**src/rtl/tfms_pkg.sv**
```systemverilog
// types, constants and register indexes shared by the flight mission sequencer
// no dependencies

package tfms_pkg;

    localparam int TIMER_BITS = 24;

    localparam int TICK_W  = 8;
    localparam int SW_W    = 10;
    localparam int DUR_W   = 16;
    localparam int SPEED_W = 8;
    localparam int VEL_W   = 9;
    localparam int IN_W    = 32;
    localparam int OUT_W   = 32;
    localparam int CFG_IDX_W = 3;

    // configuration register indexes
    localparam logic [CFG_IDX_W-1:0] CFG_WAIT_TAKEOFF = 3'd0;
    localparam logic [CFG_IDX_W-1:0] CFG_HOVER_TAKEOFF = 3'd1;
    localparam logic [CFG_IDX_W-1:0] CFG_LEG_DURATION = 3'd2;
    localparam logic [CFG_IDX_W-1:0] CFG_FINAL_HOVER = 3'd3;
    localparam logic [CFG_IDX_W-1:0] CFG_LAND_SETTLE = 3'd4;
    localparam logic [CFG_IDX_W-1:0] CFG_LEG_SPEED = 3'd5;

    localparam logic [DUR_W-1:0]   RST_WAIT_TAKEOFF  = 16'd2000;
    localparam logic [DUR_W-1:0]   RST_HOVER_TAKEOFF = 16'd6000;
    localparam logic [DUR_W-1:0]   RST_LEG_DURATION  = 16'd3000;
    localparam logic [DUR_W-1:0]   RST_FINAL_HOVER   = 16'd4000;
    localparam logic [DUR_W-1:0]   RST_LAND_SETTLE   = 16'd4000;
    localparam logic [SPEED_W-1:0] RST_LEG_SPEED     = 8'd25;

    typedef enum logic [3:0] {
        STG_ARM         = 4'd0,
        STG_WAIT        = 4'd1,
        STG_HOVER       = 4'd2,
        STG_LEG_FWD     = 4'd3,
        STG_LEG_LEFT    = 4'd4,
        STG_LEG_BACK    = 4'd5,
        STG_LEG_RIGHT   = 4'd6,
        STG_FINAL_HOVER = 4'd7,
        STG_SETTLE      = 4'd8
    } t_stage;

    typedef struct packed {
        logic [DUR_W-1:0]   wait_takeoff;
        logic [DUR_W-1:0]   hover_takeoff;
        logic [DUR_W-1:0]   leg_duration;
        logic [DUR_W-1:0]   final_hover;
        logic [DUR_W-1:0]   land_settle;
        logic [SPEED_W-1:0] leg_speed;
    } t_cfg;

    typedef struct packed {
        logic [3:0]            stage;
        logic                  seen_low;
        logic                  started;
        logic                  takeoff_sent;
        logic [TIMER_BITS-1:0] timer;
    } t_mission;

    typedef struct packed {
        logic [TICK_W-1:0]      tick_ms;
        logic signed [SW_W-1:0] start_switch;
        logic signed [SW_W-1:0] kill_switch;
        logic                   takeoff_ready;
    } t_tick;

    typedef struct packed {
        logic [3:0]              stage_now;
        logic                    mission_started;
        logic signed [VEL_W-1:0] vel_forward;
        logic signed [VEL_W-1:0] vel_side;
        logic                    vel_write;
        logic                    takeoff_pulse;
        logic                    land_pulse;
    } t_result;

endpackage

```
**src/rtl/tfms_cfg_regs.sv**
```systemverilog
// configuration register file of the flight mission sequencer
// depends on tfms_pkg

module tfms_cfg_regs
    import tfms_pkg::*;
(
    input  logic                 i_clk,
    input  logic                 i_rst_n,
    input  logic                 i_cfg_we,
    input  logic [CFG_IDX_W-1:0] i_cfg_index,
    input  logic [DUR_W-1:0]     i_cfg_wdata,
    output t_cfg                 o_cfg
);

    t_cfg r_cfg;

    always_ff @(posedge i_clk) begin
        if (!i_rst_n) begin
            r_cfg.wait_takeoff  <= RST_WAIT_TAKEOFF;
            r_cfg.hover_takeoff <= RST_HOVER_TAKEOFF;
            r_cfg.leg_duration  <= RST_LEG_DURATION;
            r_cfg.final_hover   <= RST_FINAL_HOVER;
            r_cfg.land_settle   <= RST_LAND_SETTLE;
            r_cfg.leg_speed     <= RST_LEG_SPEED;
        end else if (i_cfg_we) begin
            case (i_cfg_index)
                CFG_WAIT_TAKEOFF:  r_cfg.wait_takeoff  <= i_cfg_wdata;
                CFG_HOVER_TAKEOFF: r_cfg.hover_takeoff <= i_cfg_wdata;
                CFG_LEG_DURATION:  r_cfg.leg_duration  <= i_cfg_wdata;
                CFG_FINAL_HOVER:   r_cfg.final_hover   <= i_cfg_wdata;
                CFG_LAND_SETTLE:   r_cfg.land_settle   <= i_cfg_wdata;
                CFG_LEG_SPEED:     r_cfg.leg_speed     <= i_cfg_wdata[SPEED_W-1:0];
                default: ;
            endcase
        end
    end

    assign o_cfg = r_cfg;

endmodule

```
**src/rtl/tfms_step_logic.sv**
```systemverilog
// next mission state and command outputs for one tick
// depends on tfms_pkg

module tfms_step_logic
    import tfms_pkg::*;
(
    input  t_cfg     i_cfg,
    input  t_mission i_state,
    input  t_tick    i_tick,
    output t_mission o_state,
    output t_result  o_result
);

    localparam logic [TIMER_BITS-1:0] TimerMax = {TIMER_BITS{1'b1}};

    logic [TIMER_BITS:0]     timer_sum;
    logic [TIMER_BITS-1:0]   timer_sat;
    logic signed [VEL_W-1:0] spd;
    logic                    start_low;
    logic                    start_high;
    logic                    kill;
    t_mission                n_state;
    t_result                 res;

    always_comb begin
        timer_sum  = {1'b0, i_state.timer} + {{(TIMER_BITS + 1 - TICK_W){1'b0}}, i_tick.tick_ms};
        timer_sat  = timer_sum[TIMER_BITS] ? TimerMax : timer_sum[TIMER_BITS-1:0];
        spd        = $signed({1'b0, i_cfg.leg_speed});
        start_low  = i_tick.start_switch[SW_W-1];
        start_high = !i_tick.start_switch[SW_W-1] && (|i_tick.start_switch);
        kill       = !i_tick.kill_switch[SW_W-1] && (|i_tick.kill_switch);

        n_state       = i_state;
        n_state.timer = timer_sat;
        res           = '0;

        case (i_state.stage)
            STG_ARM: begin
                if (start_low) n_state.seen_low = 1'b1;
                if (n_state.seen_low && start_high) begin
                    n_state.started = 1'b1;
                    n_state.stage   = STG_WAIT;
                    n_state.timer   = '0;
                end
            end
            STG_WAIT: begin
                if (timer_sat >= {{(TIMER_BITS-DUR_W){1'b0}}, i_cfg.wait_takeoff}) begin
                    if (i_tick.takeoff_ready && !i_state.takeoff_sent) begin
                        n_state.takeoff_sent = 1'b1;
                        res.takeoff_pulse    = 1'b1;
                    end
                    n_state.stage = STG_HOVER;
                    n_state.timer = '0;
                end
            end
            STG_HOVER: begin
                res.vel_write = 1'b1;
                if (timer_sat >= {{(TIMER_BITS-DUR_W){1'b0}}, i_cfg.hover_takeoff}) begin
                    n_state.stage = STG_LEG_FWD;
                    n_state.timer = '0;
                end
            end
            STG_LEG_FWD, STG_LEG_LEFT, STG_LEG_BACK, STG_LEG_RIGHT: begin
                res.vel_write = 1'b1;
                if (timer_sat < {{(TIMER_BITS-DUR_W){1'b0}}, i_cfg.leg_duration}) begin
                    case (i_state.stage)
                        STG_LEG_FWD:  res.vel_forward = spd;
                        STG_LEG_LEFT: res.vel_side    = -spd;
                        STG_LEG_BACK: res.vel_forward = -spd;
                        default:      res.vel_side    = spd;
                    endcase
                end else begin
                    // leg ends with a zero velocity command
                    n_state.stage = i_state.stage + 4'd1;
                    n_state.timer = '0;
                end
            end
            STG_FINAL_HOVER: begin
                res.vel_write = 1'b1;
                if (timer_sat >= {{(TIMER_BITS-DUR_W){1'b0}}, i_cfg.final_hover}) begin
                    res.land_pulse = 1'b1;
                    n_state.stage  = STG_SETTLE;
                    n_state.timer  = '0;
                end
            end
            STG_SETTLE: begin
                res.vel_write = 1'b1;
                if (timer_sat >= {{(TIMER_BITS-DUR_W){1'b0}}, i_cfg.land_settle}) begin
                    n_state = '0;
                end
            end
            default: begin
                res.vel_write = 1'b1;
                n_state       = '0;
            end
        endcase

        // abort overrides the stage result, keeping any takeoff pulse
        if (kill) begin
            res.vel_forward = '0;
            res.vel_side    = '0;
            res.vel_write   = 1'b1;
            res.land_pulse  = 1'b1;
            n_state         = '0;
        end

        res.stage_now       = n_state.stage;
        res.mission_started = n_state.started;
    end

    assign o_state  = n_state;
    assign o_result = res;

endmodule

```
**src/rtl/timed_flight_mission_sequencer.sv**
```systemverilog
// Timed flight mission sequencer, top level: input register, step logic, result register.
// A tick transfer loads the input register; the result of the combinational step logic
// then goes to the result register, waiting while that register is full and not drained.
// Throughput: one tick per cycle while m_axis_tready keeps the result register draining.
// Reset (i_rst_n low, synchronous) clears the mission state and the pipeline valids
// and loads the default timings; no clearing pass.
// depends on tfms_pkg, tfms_cfg_regs and tfms_step_logic

module timed_flight_mission_sequencer
    import tfms_pkg::*;
(
    input  logic                 i_clk,
    input  logic                 i_rst_n,
    // tick_ms[7:0], start_switch[17:8], kill_switch[27:18], takeoff_ready[28], zero fill
    input  logic [IN_W-1:0]      s_axis_tdata,
    input  logic                 s_axis_tvalid,
    output logic                 s_axis_tready,
    // stage_now[3:0], mission_started[4], vel_forward[13:5], vel_side[22:14],
    // vel_write[23], takeoff_pulse[24], land_pulse[25], zero fill
    output logic [OUT_W-1:0]     m_axis_tdata,
    output logic                 m_axis_tvalid,
    input  logic                 m_axis_tready,
    input  logic                 i_cfg_we,
    input  logic [CFG_IDX_W-1:0] i_cfg_index,
    input  logic [DUR_W-1:0]     i_cfg_wdata
);

    t_cfg     cfg;
    t_tick    r_tick;
    logic     r_in_valid;
    t_mission r_state;
    t_mission n_state;
    t_result  step_res;
    t_result  r_res;
    logic     r_out_valid;
    logic     advance;

    tfms_cfg_regs u_cfg (
        .i_clk       (i_clk),
        .i_rst_n     (i_rst_n),
        .i_cfg_we    (i_cfg_we),
        .i_cfg_index (i_cfg_index),
        .i_cfg_wdata (i_cfg_wdata),
        .o_cfg       (cfg)
    );

    tfms_step_logic u_step (
        .i_cfg    (cfg),
        .i_state  (r_state),
        .i_tick   (r_tick),
        .o_state  (n_state),
        .o_result (step_res)
    );

    // the registered tick moves on whenever the result register is free or being drained
    assign advance       = r_in_valid && (!r_out_valid || m_axis_tready);
    assign s_axis_tready = !r_in_valid || advance;

    always_ff @(posedge i_clk) begin
        if (!i_rst_n) begin
            r_in_valid  <= 1'b0;
            r_out_valid <= 1'b0;
            r_state     <= '0;
        end else begin
            if (s_axis_tready) r_in_valid <= s_axis_tvalid;
            if (advance) begin
                r_out_valid <= 1'b1;
                r_state     <= n_state;
            end else if (m_axis_tready) begin
                r_out_valid <= 1'b0;
            end
        end
    end

    always_ff @(posedge i_clk) begin
        if (s_axis_tready && s_axis_tvalid) begin
            r_tick.tick_ms       <= s_axis_tdata[7:0];
            r_tick.start_switch  <= s_axis_tdata[17:8];
            r_tick.kill_switch   <= s_axis_tdata[27:18];
            r_tick.takeoff_ready <= s_axis_tdata[28];
        end
        if (advance) r_res <= step_res;
    end

    assign m_axis_tvalid = r_out_valid;
    assign m_axis_tdata  = {6'd0, r_res.land_pulse, r_res.takeoff_pulse, r_res.vel_write,
                            r_res.vel_side, r_res.vel_forward, r_res.mission_started,
                            r_res.stage_now};

endmodule

```
**config.mk**
```make
export PLATFORM = sky130hd
export DESIGN_NAME = timed_flight_mission_sequencer
export DESIGN_NICKNAME = d
export VERILOG_FILES = /design/src/rtl/tfms_pkg.sv /design/src/rtl/tfms_cfg_regs.sv /design/src/rtl/tfms_step_logic.sv /design/src/rtl/timed_flight_mission_sequencer.sv
export SDC_FILE = /design/constraint.sdc
export NUM_CORES = 1
export LEC_CHECK = 0
export ABC_AREA = 1
export BUFFER_PORTS_ARGS = -buffer_cell sky130_fd_sc_hd__buf_2
export CORE_UTILIZATION = 25
export CTS_CLUSTER_DIAMETER = 200
export DETAILED_ROUTE_END_ITERATION = 12
export PLACE_DENSITY = 0.52
export SYNTH_ARGS = -nofsm -noshare
export SYNTH_HDL_FRONTEND = slang
export SYNTH_SLANG_ARGS = --single-unit
```
**constraint.sdc**
```tcl
create_clock -name i_clk -period 8.3 [get_ports i_clk]
set_input_delay 1.66 -clock i_clk [delete_from_list [all_inputs] [get_ports i_clk]]
set_output_delay 1.66 -clock i_clk [all_outputs]
set_load 0.01 [all_outputs]
```
==> impl_metrics.yaml <==
power:
  seq_power_share_pct: 47.0
  p_leak_nw: 5.418
  vdd_drop_max_v: 0.00009759
  power_density_mw_per_mm2: 167.8
  combPwrFrac_pct: 11.6
  intPower_mw: 1.402
  p_clk_share_pct: 41.3
  swShare_pct: 29.19
  p_sw_mw: 0.5780
timing:
  setup_viol: 0
  rsz0062_at_grt: "false"
  clock_skew_ns: 0.01190
  period_minus_slack_ns: 5.153
  tns_ns: 0
  hold_viol_final: 0
  finalCritPeriodShare_pct: 62.08
  fmax_mhz: 194.1
  tightest_slew_ns: 1.058
  slew_violations: 0
  relSlewSlack_pct: 28.69
setup_path:
  r2r_start: "r_tick[21]"
  critPathLaunchType: "register"
  rr_worst_depth: 20
  crit_path_cell_trace: "ha_1, fa_1, nand2_1, nand3_1, nand3_2, nand2_4, nand3_2, clkinv_1, a21oi_1, o21ai_0, ha_1, nand2_1, nor2_1, a211oi_1, o221ai_1, nor3_2, nand3_2, nor2_1, inv_1, o32ai_1"
  crit_path_max_incr_delay_ns: 0.47
  cp-end-kind: "register"
  rr_endpoint: "m_axis_tdata[15]"
  ff2ff_setup_slack_ns: 3.15
  cp_max_fo: 14
  required_ns: 8.55
  crit_type: "reg -> reg"
  crit_arrival_ns: 5.40
  path_common_cell: "nand3_2"
  slowest_stage: "ha_1"
drt:
  route.detailed.drc: 0
  dr.pass1.iters: 6
  topRoutingLayerUsed: "met5"
  drtAntennaViolNets: 0
  wl_mm: 26.51
  via_per_inst: 4.381
  vias: 8573
  drtIter0Drc: 495
  met2WireLength_mm: 12.52
  wl_met1_mm: 12.43
  wl_per_cell_um: 13.54
  dr_wl_met3_mm: 1.162
grt:
  grt_max_degree: 95
  grt_pass1_wl_mm: 43.04
  track_usage_pct: 13.23
  antenna_found_initial: 3
  grt_pass1_vias: 8125
  grt_overflow: 0
min_path:
  hold_start: "u_cfg.o_cfg[9]"
  min_to: "u_cfg.o_cfg[9]"
  worst_hold_path.num_cells: 2
  hold_class: "reg -> reg"
yosys:
  synth_edf_count: 55
  ys_seq_area_share_pct: 39.80
  synthTopCellsByArea: "dfxtp_1 24%, edfxtp_1 16%, ha_1 11%"
  synth_top_flop_cell: "dfxtp_1"
  synth_cell_type_count: 50
  avgSynthCellArea_um2: 7.632
  syn_area_mm2: 0.01023
  yosysWarnings: 0
  yosys.area.top_type: "dfxtp_1"
  ys_top_cells_by_count: "287 x nand2_1, 226 x inv_1, 121 x dfxtp_1"
  synthMostInstantiatedCell: "nand2_1"
  synthArstFlopShare_pct: 0
  synth.top_cell.area_share_pct: 23.67
  synth_seq_cells: 176
  netlist_instances: 1341
finish:
  stdcell_area_mm2: 0.01180
  antenna_cells: 0
  drive_above_1_share_pct: 13.48
  syn_to_final_growth_pct: 15.26
  final_net_count: 1568
clock_tree:
  cts_made_buffers: 17
  cts_repair_resize_count: 0
  cts_hold_buf: 0
  postCtsSetupBuffers: 0
  clockRootBuffer: "clkbuf_16"
  clk_path_buf_depth: 2
  htreeDepth: 4
  cts_tree: "yes"
  clk_latency_ns: 0.45
  path_clk_slew_ns: 0.08
  cts_num_sinks: 176
placed_design:
  port_buffers: 80
  gp_congestion: 0.8769
  post_dp_cell_area_mm2: 0.01120
  hpwlAfterDp_mm: 20.05
die:
  dieHeight_um: 204.3
  die-area_mm2: 0.04175
  pin_count: 90
  start_util_pct: 25.53
  rows: 73
  die-width_um: 204.3
  fp.coreArea_mm2: 0.04010
flow_run:
  maxCapViolations: 0
run_status:
  status: "finished clean"
per-layer routing:
metal,track usage (%),vias up
li1,-,4504
met1,17.19,3896
met2,21.92,138
met3,2.647,31
met4,4.025,4
met5,0,-
cell type report:
type | count | area (um2)
sequential | 176 | 4074
inverter | 240 | 902.1
tap | 525 | 656.9
multi-input combinational | 895 | 5102
fill | 4259 | 28300
clock buffer | 17 | 425.4
clock inverter | 15 | 167.7
timing repair buffer | 89 | 467.9
placed cells by master, fill, tap and decap left out, types with 3 or more instances in the layout:
cell type,n
nand2_1,287
nor3_2,7
buf_4,9
buf_2,80
o21ai_1,3
o211ai_1,35
nor2_1,114
nand3_2,7
a21oi_2,11
clkbuf_16,17
inv_8,4
conb_1,6
nor3_1,23
xor2_1,12
nand4_1,9
nor2_4,3
clkinv_8,3
dfxtp_1,121
o22ai_1,10
a21oi_1,104
a211oi_1,9
nor2_2,11
nand3_1,45
nand2_4,6
ha_1,92
inv_2,9
clkinv_1,4
nand2_2,13
inv_1,226
o21ai_0,66
edfxtp_1,55
or2_2,3
clkinv_4,3
flip-flops by register name, summed over array words and instances (netlist names):
name,flops
r_tick,29
m_axis_tdata,26
r_state,31
m_axis_tvalid,1
u_cfg.o_cfg,88
r_in_valid,1
power by group through the flow:
stage                     Clock [mW]  Sequential, mW  Combinational (mW)
after detailed placement           0           0.951               0.234
after global routing           0.874           0.934               0.268
after global placement             0           0.950               0.231
after CTS                      0.840           0.931               0.236
final                          0.818           0.931               0.231
after floorplan                    0           0.952               0.156
how the worst max path moves through the flow:
stage,start,endpoint,slack (ns),cells after the start
after floorplan,r_tick[21],r_state[13],4.50,24
after global placement,r_tick[21],r_state[3],3.12,31
after detailed placement,r_tick[21],m_axis_tdata[15],3.17,20
after CTS,r_tick[21],m_axis_tdata[15],3.15,20
after global routing,r_tick[21],m_axis_tdata[15],2.74,20
final,r_tick[21],m_axis_tdata[15],3.15,20
metrics by stage:
stage	utilization (%)	hold WS (ns)	worst slack, ns	total power, mW	std cells
floorplan	-	0.4353	4.502	1.108	1346
global placement	27.94	0.4454	3.124	1.181	1925
detailed placement	27.94	0.4548	3.175	1.185	1925
CTS	29.42	0.4660	3.150	2.007	1957
global route	29.42	0.4811	2.737	2.077	1957
finish	29.42	0.4603	3.148	1.980	1957
cell families after synthesis:
family / count (synthesis) / synth area share, %
xor+xnor: 13 / 1.112
compound gates: 245 / 13.79
fa+ha+maj: 93 / 11.44
other cells: 1 / 0.03664
simple gates: 538 / 23.24
buf+inv: 275 / 10.57
flops: 176 / 39.80
critical path, delay by kind of cell (launching register included):
family	cells	cell delay [ns]
buffers and inverters	2	0.59
and+or+nand+nor	10	1.42
DFF	1	0.41
adders and majority gates	3	1.20
AOI/OAI and AO/OA	5	1.34
(Power assumes the default switching activity.)
